File: src/rtl/sma_pkg.sv
// ----------------------------------------------------------------------------
// sma_pkg
// Opcodes, status codes, controller states, command/status bundles and the
// per-opcode pop/push counts shared by the stack machine ALU modules.
// ----------------------------------------------------------------------------
package sma_pkg;

  localparam int WORD_W   = 32;
  localparam int FRAC_W   = 16;
  localparam int NUM_REGS = 32;
  localparam int RIDX_W   = 5;
  localparam int OP_W     = 5;
  localparam int KMAX_W   = 2;   // index of a pushed word, up to four per op
  localparam int CNT3_W   = 3;   // width of a pop/push count

  typedef enum logic [OP_W-1:0] {
    OP_PUSH   = 5'd0,
    OP_POP    = 5'd1,
    OP_ADD    = 5'd2,
    OP_SUB    = 5'd3,
    OP_MUL    = 5'd4,
    OP_DIV    = 5'd5,
    OP_MOD    = 5'd6,
    OP_AND    = 5'd7,
    OP_OR     = 5'd8,
    OP_XOR    = 5'd9,
    OP_NOT    = 5'd10,
    OP_SHL    = 5'd11,
    OP_SHR    = 5'd12,
    OP_CMPEQ  = 5'd13,
    OP_DUP    = 5'd14,
    OP_DUP2   = 5'd15,
    OP_SWAP   = 5'd16,
    OP_STORE  = 5'd17,
    OP_LOAD   = 5'd18,
    OP_MULFIX = 5'd19,
    OP_DIVFIX = 5'd20
  } op_t;

  typedef enum logic [1:0] {
    ST_OK    = 2'd0,
    ST_OVER  = 2'd1,
    ST_UNDER = 2'd2,
    ST_DIVZ  = 2'd3
  } status_t;

  typedef enum logic [2:0] {
    S_IDLE,
    S_READ,
    S_EXEC,
    S_DIV,
    S_WRITE,
    S_COMMIT,
    S_FIN
  } state_t;

  typedef struct packed {
    logic              load_in;
    logic              rd;
    logic              alu;
    logic              div_start;
    logic              div_latch;
    logic              wr;
    logic [KMAX_W-1:0] wr_k;
    logic              commit;
    logic              emit;
    status_t           status;
  } cmd_t;

  typedef struct packed {
    op_t     op;
    status_t chk;
    logic    div_done;
    logic    out_free;
  } sts_t;

  function automatic logic is_legal(input op_t op);
    return op <= OP_DIVFIX;
  endfunction

  function automatic logic is_div(input op_t op);
    return (op == OP_DIV) || (op == OP_MOD) || (op == OP_DIVFIX);
  endfunction

  function automatic logic [CNT3_W-1:0] pops_of(input op_t op);
    unique case (op)
      OP_PUSH, OP_LOAD:                  return 3'd0;
      OP_POP, OP_NOT, OP_DUP, OP_STORE:  return 3'd1;
      OP_ADD, OP_SUB, OP_MUL, OP_DIV, OP_MOD, OP_AND, OP_OR, OP_XOR,
      OP_SHL, OP_SHR, OP_CMPEQ, OP_DUP2, OP_SWAP, OP_MULFIX,
      OP_DIVFIX:                         return 3'd2;
      default:                           return 3'd0;
    endcase
  endfunction

  function automatic logic [CNT3_W-1:0] puts_of(input op_t op);
    unique case (op)
      OP_POP, OP_STORE:  return 3'd0;
      OP_DUP, OP_SWAP:   return 3'd2;
      OP_DUP2:           return 3'd4;
      OP_PUSH, OP_ADD, OP_SUB, OP_MUL, OP_DIV, OP_MOD, OP_AND, OP_OR,
      OP_XOR, OP_NOT, OP_SHL, OP_SHR, OP_CMPEQ, OP_LOAD, OP_MULFIX,
      OP_DIVFIX:         return 3'd1;
      default:           return 3'd0;
    endcase
  endfunction

endpackage

File: src/rtl/sma_ctrl.sv
// ----------------------------------------------------------------------------
// sma_ctrl
// Sequencer: read operands, check, execute or divide, write pushed words,
// commit the stack count and hand the result word to the output register.
// ----------------------------------------------------------------------------
module sma_ctrl (
  input  logic           clk,
  input  logic           rst_n,
  input  logic           in_valid,
  output logic           in_ready,
  input  sma_pkg::sts_t  sts,
  output sma_pkg::cmd_t  cmd
);
  import sma_pkg::*;

  state_t            state_r, state_nxt;
  logic [KMAX_W-1:0] k_r, k_nxt;
  status_t           st_r, st_nxt;
  logic [CNT3_W-1:0] put;

  assign put = puts_of(sts.op);

  always_ff @(posedge clk) begin
    if (!rst_n) begin
      state_r <= S_IDLE;
      k_r     <= '0;
      st_r    <= ST_OK;
    end else begin
      state_r <= state_nxt;
      k_r     <= k_nxt;
      st_r    <= st_nxt;
    end
  end

  always_comb begin
    state_nxt = state_r;
    k_nxt     = k_r;
    st_nxt    = st_r;
    cmd       = '0;
    cmd.wr_k  = k_r;
    cmd.status = st_r;
    in_ready  = 1'b0;
    unique case (state_r)
      S_IDLE: begin
        in_ready = 1'b1;
        if (in_valid) begin
          cmd.load_in = 1'b1;
          state_nxt   = S_READ;
        end
      end
      S_READ: begin
        cmd.rd = 1'b1;
        st_nxt = sts.chk;
        if (sts.chk != ST_OK || !is_legal(sts.op))
          state_nxt = S_FIN;
        else
          state_nxt = S_EXEC;
      end
      S_EXEC: begin
        cmd.alu = 1'b1;
        k_nxt   = '0;
        if (is_div(sts.op)) begin
          cmd.div_start = 1'b1;
          state_nxt     = S_DIV;
        end else if (put == '0) begin
          state_nxt = S_COMMIT;
        end else begin
          state_nxt = S_WRITE;
        end
      end
      S_DIV: begin
        if (sts.div_done) begin
          cmd.div_latch = 1'b1;
          state_nxt     = S_WRITE;
        end
      end
      S_WRITE: begin
        cmd.wr = 1'b1;
        k_nxt  = k_r + 1'b1;
        if ({1'b0, k_r} == put - 3'd1)
          state_nxt = S_COMMIT;
      end
      S_COMMIT: begin
        cmd.commit = 1'b1;
        state_nxt  = S_FIN;
      end
      S_FIN: begin
        if (sts.out_free) begin
          cmd.emit  = 1'b1;
          state_nxt = S_IDLE;
        end
      end
      default: state_nxt = S_IDLE;
    endcase
  end

  a_div_wait: assert property (@(posedge clk) disable iff (!rst_n)
    sts.div_done |-> state_r == S_DIV)
    else $error("divider finished outside its wait");

  a_start_div: assert property (@(posedge clk) disable iff (!rst_n)
    cmd.div_start |=> state_r == S_DIV)
    else $error("divider started without wait");

  a_err_no_commit: assert property (@(posedge clk) disable iff (!rst_n)
    cmd.commit |-> st_r == ST_OK)
    else $error("failed operation committed");

endmodule

File: config.mk
export PLATFORM = sky130hd
export DESIGN_NAME = sma_ctrl
export DESIGN_NICKNAME = d
export VERILOG_FILES = /design/src/rtl/sma_pkg.sv /design/src/rtl/sma_ctrl.sv
export SDC_FILE = /design/constraint.sdc
export NUM_CORES = 1
export LEC_CHECK = 0
export BUFFER_PORTS_ARGS = -buffer_cell sky130_fd_sc_hd__buf_2
export CORE_UTILIZATION = 30
export DETAILED_ROUTE_END_ITERATION = 12
export GPL_ROUTABILITY_DRIVEN = 0
export PLACE_DENSITY_LB_ADDON = 0.3
export SYNTH_ARGS = -nofsm -noshare
export SYNTH_HDL_FRONTEND = slang
export SYNTH_SLANG_ARGS = --single-unit
File: constraint.sdc
create_clock -name clk -period 4.75 [get_ports clk]
set_clock_uncertainty 0.2 [all_clocks]
set_input_delay 1.425 -clock clk [delete_from_list [all_inputs] [get_ports clk]]
set_output_delay 1.425 -clock clk [all_outputs]
set_load 0.01 [all_outputs]
==> results of run 1 <==
==> how the worst min path moves through the flow <==
| stage | startpoint | end | cells past startpoint |
|---|---|---|---|
| after floorplan | k_r[1]$_SDFFE_PN0P_ | k_r[1]$_SDFFE_PN0P_ | 1 |
| after global placement | k_r[1]$_SDFFE_PN0P_ | k_r[1]$_SDFFE_PN0P_ | 1 |
| after detailed placement | k_r[1]$_SDFFE_PN0P_ | k_r[1]$_SDFFE_PN0P_ | 1 |
| after CTS | k_r[1]$_SDFFE_PN0P_ | k_r[1]$_SDFFE_PN0P_ | 1 |
| after global routing | k_r[1]$_SDFFE_PN0P_ | k_r[1]$_SDFFE_PN0P_ | 1 |
| final | k_r[1]$_SDFFE_PN0P_ | k_r[1]$_SDFFE_PN0P_ | 1 |
==> power by group through the flow <==
stage               clock network (mW)  registers (mW)  logic, mW
global placement                     0           0.120      0.172
floorplan                            0          0.0953      0.149
global route                    0.0613           0.127      0.196
detailed placement                   0           0.121      0.174
finish                          0.0546           0.120      0.172
CTS                             0.0560           0.120      0.174
==> synthesized netlist by cell type (all sizes together) <==
library cell,count
a2111oi,1
a211oi,1
a21o,1
a21oi,3
a31oi,1
and2,2
buf,4
dfxtp,7
ha,2
inv,5
mux2i,4
nand2,8
nand3,2
nand3b,2
nor2,6
nor2b,8
nor3,5
nor3b,2
nor4,2
nor4b,1
o2111ai,2
o211ai,1
o21a,3
o21ai,4
o21bai,2
o22ai,2
xor2,2
==> placed cells by master (no fill, tap or decap), types with 2 or more instances in the layout <==
cell / n
nand3_1: 2
nor3_1: 5
o21bai_1: 2
mux2i_1: 4
nand2_1: 8
nor2_1: 6
a21oi_1: 3
ha_1: 2
buf_2: 24
o21a_1: 3
xor2_1: 2
inv_1: 5
dfxtp_1: 7
o22ai_1: 2
clkbuf_4: 3
nor2b_1: 8
o21ai_0: 4
nand3b_1: 2
and2_1: 2
==> routing by layer <==
layer  vias to the layer above  track usage
li1                        349            -
met1                       275        0.165
met2                        15        0.200
met3                         2       0.0340
met4                         0       0.0333
met5                         -            0
==> flip-flops by register name (all words and copies together) (netlist names) <==
register / count
st_r: 2
k_r: 2
state_r: 3
==> per-stage QoR <==
step / hold slack, ps / worst slack [ps] / instances / util
after floorplan: 297 / 962 / 83 / -
after global placement: 273 / 804 / 130 / 0.385
after detailed placement: 298 / 792 / 130 / 0.385
after CTS: 304 / 791 / 134 / 0.398
after global routing: 332 / 741 / 134 / 0.398
final: 302 / 795 / 134 / 0.398
==> area by class of cell <==
cell class / count / share of cell area
tap: 27 / 0.0433
inverter: 5 / 0.0240
sequential: 7 / 0.179
multi-input combinational: 67 / 0.566
timing repair buffer: 24 / 0.154
clock buffer: 4 / 0.0337
==> cells by family after synthesis <==
| logic type | share of synthesized area |
|---|---|
| compound gates | 0.234 |
| fa+ha+maj | 0.0399 |
| simple gates | 0.339 |
| buf+inv | 0.0719 |
| flops | 0.224 |
| mux | 0.0639 |
| xor+xnor | 0.0279 |
==> worst reg2reg max path, cell delays in order (launching register included) <==
cell      delay (ps)
dfxtp_1          550
nand3b_1         150
nor2b_1          160
o22ai_1          250
nor4_1           100
o21a_1           200
==> impl_metrics.ini, run 1 <==
[run_status]
status = completed

[final_layout]
n_antenna_cell = 0
filler_cell_count = 228
final_area_um2 = 781
area_delta_synth_final_pct = 24.6
drive_gt1_frac = 0.280
fin_nets = 122
seq_area_um2 = 140
multi_input_area_um2 = 442

[cts]
ctsRootBufferMaster = clkbuf_4
path_clk_slew_ps = 60
cts_sinks = 7
cts_tree = built
cts_buffers = 3
hold_buffers = 0
cts.repair.resized = 0
cts_buffer_depth = 2
htreeDepth = 1
post_cts.repair.setup_buffers = 0
clkLatencyLatePin_ps = 250

[sta]
hold_viol_final = 0
tns_ps = 0
period_share = 0.833
slew_violations = 0
setup_viol = 0
worst_slew_pin_slew_ps = 426
period_needed_ps = 3960
rsz0062_at_grt = false
max_slew_margin = 0.709
fmax_mhz = 253

[grt]
grt_max_degree = 15
grt_antenna_before_repair = 0
track_usage = 0.125
gr-total-overflow = 0
grt_pass1_wl_um = 2040
grt_pass1_vias = 497

[yosys]
ys_seq_elements = 7
yosys_warnings = 0
syn_inst = 83
syn-cell-area_um2 = 627
synth_nets = 97
yosysTopAreaCell = dfxtp_1
seq_area_frac_synth = 0.224
yosysTopAreaCellShare = 0.224
synthTopCellsByArea = dfxtp_1 22%, nor2b_1 8.0%, mux2i_1 6.4%
syn_avg_cell_area_um2 = 7.55
synth_cell_types = 31

[drt]
firstDrtPassIters = 2
wl_per_cell_um = 10.0
vias = 641
wl_met2_um = 608
met3WireLength_um = 42
highest_layer = met4
final_antenna_net_count = 0
drt_iter0_markers = 5
drt_wl_total_um = 1340
vias_per_cell = 4.78
wl_met1_um = 679
drc = 0

[pwr]
p_clk_frac = 0.158
power.internal_mw = 0.193
p_leak_nw = 0.364
power_density_nw_per_um2 = 444
switching_power_mw = 0.154
power_frac_seq = 0.345
total_power_mw = 0.346
ir_worst_vdd_mv = 0.214
power_frac_comb = 0.497
switching_share = 0.443

[setup_path]
required_ps = 3120
crit_end = cmd[8]
crit_family = compound AO/OA/AOI/OAI gates
start_kind = input port
cp.arrival_ps = 2330
r2r_cells = 5
r2r-end = state_r[2]$_SDFFE_PN0P_
rrSetupSlack_ps = 3050
worstPathMaxFanout = 9
critical_path_class = input port to output pin
crit_path_end_kind = output pin
startpoint = sts[8]
crit_slowest_cell = o21ai_0
crit_cells = 5
r2r-start = state_r[0]$_SDFFE_PN0P_
path_cells = buf_2, o21ai_0, o2111ai_2, nor4_2, buf_2
crit_buf_inv = 2
crit_path_frequent_cell = buf_2
slowest_delay_ps = 200

[die]
fp.dieW_um = 47.7
design.core.area_um2 = 1960
ios = 25
dieArea_um2 = 2280
start_util = 0.320
rows = 16
die_h_um = 47.7

[place]
port_buffers = 24
place_area_um2 = 754
hpwl_um = 1080

[min_path]
hold_path.class = flop to flop

[run]
maxCapViolations = 0
(Power assumes the default switching activity.)
==> run 2, diff against run 1 <==
--- a/config.mk
+++ b/config.mk
@@ -5,6 +5,7 @@
 export SDC_FILE = /design/constraint.sdc
 export NUM_CORES = 1
 export LEC_CHECK = 0
+export ABC_AREA = 1
 export BUFFER_PORTS_ARGS = -buffer_cell sky130_fd_sc_hd__buf_2
 export CORE_UTILIZATION = 30
 export DETAILED_ROUTE_END_ITERATION = 12
==> constraint.sdc (replaced) <==
create_clock -name clk -period 3.3 [get_ports clk]
set_clock_uncertainty 0.2 [all_clocks]
set_input_delay 0.99 -clock clk [delete_from_list [all_inputs] [get_ports clk]]
set_output_delay 0.99 -clock clk [all_outputs]
set_load 0.01 [all_outputs]
==> run 2 against run 1 <==
Cell count grew 20%. Die area is 4.4% higher. Synthesized cell count rose by 29%. Register-to-register slack worse by 1300 ps. Sequential cell count unchanged. Hold slack better by 6.2 ps. Wire length increased by 6.6%.
==> impl_metrics.ini, run 2 <==
[sta]
max_slew_margin = 0.692
fmax_mhz = 341
period_needed_ps = 2930
slew_violations = 0
tns_ps = 0
period_share = 0.889
setup_viol = 0
hold_viol_final = 0
worst_slew_pin_slew_ps = 462
rsz0062_at_grt = false

[cts]
post_cts.repair.setup_buffers = 0
cts_buffer_depth = 2
cts_sinks = 7
htreeDepth = 1
ctsRootBufferMaster = clkbuf_4
clkLatencyLatePin_ps = 240
path_clk_slew_ps = 50
cts.repair.resized = 0
cts_tree = built
hold_buffers = 0
cts_buffers = 3

[yosys]
syn_avg_cell_area_um2 = 6.13
synth-edff-count = 0
synth.most_common_cell = nand2_1
ys.flop_type = dfxtp_1
ys_seq_elements = 7
syn_inst = 107
synthTopCellsByArea = dfxtp_1 21%, nand2_1 13%, nor2_1 9.7%
synth_nets = 121
yosys_warnings = 0
synth_cell_types = 21
syn-cell-area_um2 = 656
yosysTopAreaCell = dfxtp_1
synthTopCellsByCount = 23 x nand2_1, 17 x nor2_1, 16 x inv_1, 7 x dfxtp_1
yosysTopAreaCellShare = 0.214
seq_area_frac_synth = 0.214
async_flop_share = 0

[final_layout]
final_cell_mix = 24 x buf_2, 23 x nand2_1, 17 x nor2_1, 16 x inv_1, 7 x dfxtp_1
n_antenna_cell = 0
fin_nets = 149
largest_reg_flops = 3
instances_no_fill = 161
final_common_cell = buf_2
top_register = state_r
reg_top3 = state_r x3, k_r x2, st_r x2
area_delta_synth_final_pct = 25.8
drive_gt1_frac = 0.336

[pwr]
power_density_nw_per_um2 = 598
ir_worst_vdd_mv = 0.274
switching_share = 0.468
p_clk_frac = 0.153
p_leak_nw = 0.434
power.internal_mw = 0.262
switching_power_mw = 0.231
power_frac_comb = 0.557
power_frac_seq = 0.290

[setup_path]
worstPathMaxFanout = 3
crit_path_end_kind = output pin
start_kind = input port
cp.arrival_ps = 1740
critical_path_class = input port to output pin
required_ps = 2110
rrSetupSlack_ps = 1700
r2r_cells = 4

[die]
rows = 16
dieArea_um2 = 2380
ios = 25
fp.dieW_um = 48.8
design.core.area_um2 = 2000
die_h_um = 48.8
start_util = 0.328

[place]
dpl.cell_count = 157
hpwl_um = 1250
port_buffers = 24

[drt]
drt_wl_total_um = 1430
wl_per_cell_um = 8.88
firstDrtPassIters = 4
drc = 0
final_antenna_net_count = 0
drt_iter0_markers = 10
vias = 741
vias_per_cell = 4.60

[grt]
grt_pass1_vias = 643
grt_pass1_wl_um = 2490
grt_antenna_before_repair = 0
grt_max_degree = 11
track_usage = 0.131
gr-total-overflow = 0

[run_status]
status = completed

[min_path]
min_path_cells = 2
hold_path.class = flop to flop

[run]
maxCapViolations = 0
-- run 2: changes by cell type after synthesis, moves of 4 or more --
cell	delta
inv_1	+11
inv_2	+5
mux2i_1	-4
nand2_1	+15
nand2_2	+4
nand3_1	+4
nor2_1	+11
nor2b_1	-8
-- run 2: cell families after synthesis --
logic type	Yosys count	share of synthesized area
simple gates	60	0.443
buf+inv	22	0.137
compound gates	16	0.168
fa+ha+maj	2	0.0382
flops	7	0.214
-- run 2: critical path, stage by stage --
cell and delay, ps:
buf_2 110, inv_1 80, nand2_1 90, nand2_1 70, nand3_1 110, nor2_1 150
buf_2 150
-- run 2: worst paths after layout --
kind	startpoint	end
max reg2reg	state_r[2]$_SDFFE_PN0P_	k_r[1]$_SDFFE_PN0P_
min reg2reg	st_r[0]$_SDFFE_PN0P_	st_r[0]$_SDFFE_PN0P_
max	sts[7]	cmd[8]
min	st_r[0]$_SDFFE_PN0P_	st_r[0]$_SDFFE_PN0P_
-- run 2: power by group through the flow --
| stage | registers [mW] | clock network (mW) | logic, mW |
|---|---|---|---|
| after floorplan | 0.139 | 0 | 0.205 |
| after global placement | 0.144 | 0 | 0.273 |
| after detailed placement | 0.144 | 0 | 0.276 |
| after CTS | 0.143 | 0.0799 | 0.276 |
| after global routing | 0.146 | 0.0848 | 0.312 |
| final | 0.143 | 0.0754 | 0.274 |
-- run 2: per-layer routing --
layer,vias to the layer above,wire (um),GRT usage
met2,15,664,0.218
met5,-,0,0
met4,0,6,0.0588
li1,393,-,-
met3,2,58,0.0220
met1,331,700,0.163
-- run 2: layout make-up --
class	count	area, um2
sequential	7	140
inverter	21	78.8
clock buffer	4	26.3
multi-input combinational	78	425
tap	27	33.8
fill	235	1180
timing repair buffer	24	120
-- run 2: metrics by stage --
step	setup WS [ps]	utilization	total power, mW	cell area, um2	hold slack (ps)
after floorplan	627	-	0.344	656	316
after global placement	402	0.399	0.417	798	299
after detailed placement	360	0.399	0.420	798	296
after CTS	358	0.412	0.499	825	319
after global routing	236	0.412	0.543	825	356
final	366	0.412	0.493	825	308
==> run 3, diff against run 2 <==
--- a/config.mk
+++ b/config.mk
@@ -10,7 +10,7 @@
 export CORE_UTILIZATION = 30
 export DETAILED_ROUTE_END_ITERATION = 12
 export GPL_ROUTABILITY_DRIVEN = 0
-export PLACE_DENSITY_LB_ADDON = 0.3
+export PLACE_DENSITY = 0.57
 export SYNTH_ARGS = -nofsm -noshare
 export SYNTH_HDL_FRONTEND = slang
 export SYNTH_SLANG_ARGS = --single-unit
==> run 3 against run 2 <==
Combinational power is essentially flat. Highest routed layer unchanged. Wire length rose by 1.9%. Sequential cell count is the same.
==> impl_metrics.ini, run 3 (synthesized netlist as in run 2, its figures left out) <==
[pwr]
power_frac_seq = 0.293
total_power_mw = 0.494
power.internal_mw = 0.262
power_density_nw_per_um2 = 600
switching_power_mw = 0.232
p_leak_nw = 0.434
ir_worst_vdd_mv = 0.345
power_frac_comb = 0.556
switching_share = 0.469
p_clk_frac = 0.151

[sta]
hold_viol_final = 0
setup_viol = 0
period_share = 0.889
tns_ps = 0
period_needed_ps = 2930
rsz0062_at_grt = false
worst_slew_pin_slew_ps = 470
fmax_mhz = 341
max_slew_margin = 0.686
slew_violations = 0

[grt]
top_usage_layer = met2
use_met1 = 0.174
use_met2 = 0.222
grt_pass1_vias = 653
grt_use_met3 = 0.0283
grt_max_degree = 11
grt_pass1_wl_um = 2560
gr-total-overflow = 0
track_usage = 0.135
grt_antenna_before_repair = 0

[final_layout]
final_cell_mix = 24 x buf_2, 23 x nand2_1, 17 x nor2_1, 16 x inv_1, 7 x dfxtp_1
top_register = state_r
n_antenna_cell = 0
fin_nets = 149
largest_reg_flops = 3
reg_top3 = state_r x3, k_r x2, st_r x2
area_delta_synth_final_pct = 25.8
drive_gt1_frac = 0.336
final_area_um2 = 825
final_common_cell = buf_2

[run_status]
status = completed

[drt]
vias_per_cell = 4.59
vias = 739
firstDrtPassIters = 4
drt_wl_total_um = 1460
drt_iter0_markers = 30
final_antenna_net_count = 0
wl_per_cell_um = 9.05
drc = 0

[die]
die_h_um = 48.8
fp.dieW_um = 48.8
start_util = 0.328
design.core.area_um2 = 2000
rows = 16
dieArea_um2 = 2380
ios = 25

[cts]
cts_buffer_depth = 2
path_clk_slew_ps = 50
cts.repair.resized = 0
cts_tree = built
hold_buffers = 0
cts_buffers = 3
clkLatencyLatePin_ps = 240
post_cts.repair.setup_buffers = 0
ctsRootBufferMaster = clkbuf_4
cts_sinks = 7
htreeDepth = 1

[setup_path]
r2r-end = k_r[1]$_SDFFE_PN0P_
rrSetupSlack_ps = 1750
required_ps = 2110
crit_slowest_cell = buf_2
critical_path_class = input port to output pin
start_kind = input port
path_cells = buf_2, inv_1, nand2_1, nand2_1, nand3_1, nor2_1, buf_2
crit_family = simple AND/OR/NAND/NOR gates
worstPathMaxFanout = 3
r2r_cells = 4
slowest_delay_ps = 150
crit_path_end_kind = output pin
cp.arrival_ps = 1740
crit_buf_inv = 3
r2r-start = state_r[2]$_SDFFE_PN0P_

[run]
maxCapViolations = 0

[place]
port_buffers = 24
place_area_um2 = 798
hpwl_um = 1230

[min_path]
worstHoldStart = st_r[1]$_SDFFE_PN0P_
hold_path.class = flop to flop
holdPathEnd = st_r[1]$_SDFFE_PN0P_
min_path_cells = 2
==> run 3: worst max-delay path by stage <==
stage,from,to,slack [ps],cells after the start
after floorplan,sts[7],cmd[8],630,5
after global placement,sts[7],cmd[8],410,7
after detailed placement,sts[7],cmd[8],360,7
after CTS,sts[7],cmd[8],360,7
after global routing,sts[7],cmd[8],270,7
final,sts[7],cmd[8],370,7
==> run 3: final cells by class <==
cell class | instances | area [um2]
inverter | 21 | 78.8
multi-input combinational | 78 | 425
clock buffer | 4 | 26.3
fill | 225 | 1180
sequential | 7 | 140
timing repair buffer | 24 | 120
tap | 27 | 33.8
==> run 3: layer usage <==
metal | part of all wire | vias up | wire, um
met4 | 0.0062 | 0 | 9
li1 | - | 397 | -
met3 | 0.071 | 2 | 103
met1 | 0.48 | 314 | 700
met5 | 0 | - | 0
met2 | 0.44 | 26 | 644
==> run 3: worst min-delay path, delay by kind of cell, from the launching register on <==
family	cells	cell delay, ps
AOI/OAI and AO/OA	1	90
and+or+nand+nor	1	80
DFF	1	320
==> run 3: power by group through the flow <==
stage,Combinational (mW),Clock [mW],Sequential (mW)
floorplan,0.205,0,0.139
detailed placement,0.276,0,0.145
finish,0.275,0.0747,0.145
global route,0.313,0.0834,0.149
CTS,0.278,0.0778,0.144
global placement,0.275,0,0.145
==> run 3: per-stage QoR <==
step | std cells | util | hold slack, ps | setup slack, ps
2_1_floorplan | 107 | - | 316 | 627
3_3_place_gp | 157 | 0.399 | 298 | 405
3_5_place_dp | 157 | 0.399 | 307 | 365
4_1_cts | 161 | 0.412 | 324 | 363
5_1_grt | 161 | 0.412 | 368 | 275
6_report | 161 | 0.412 | 327 | 365
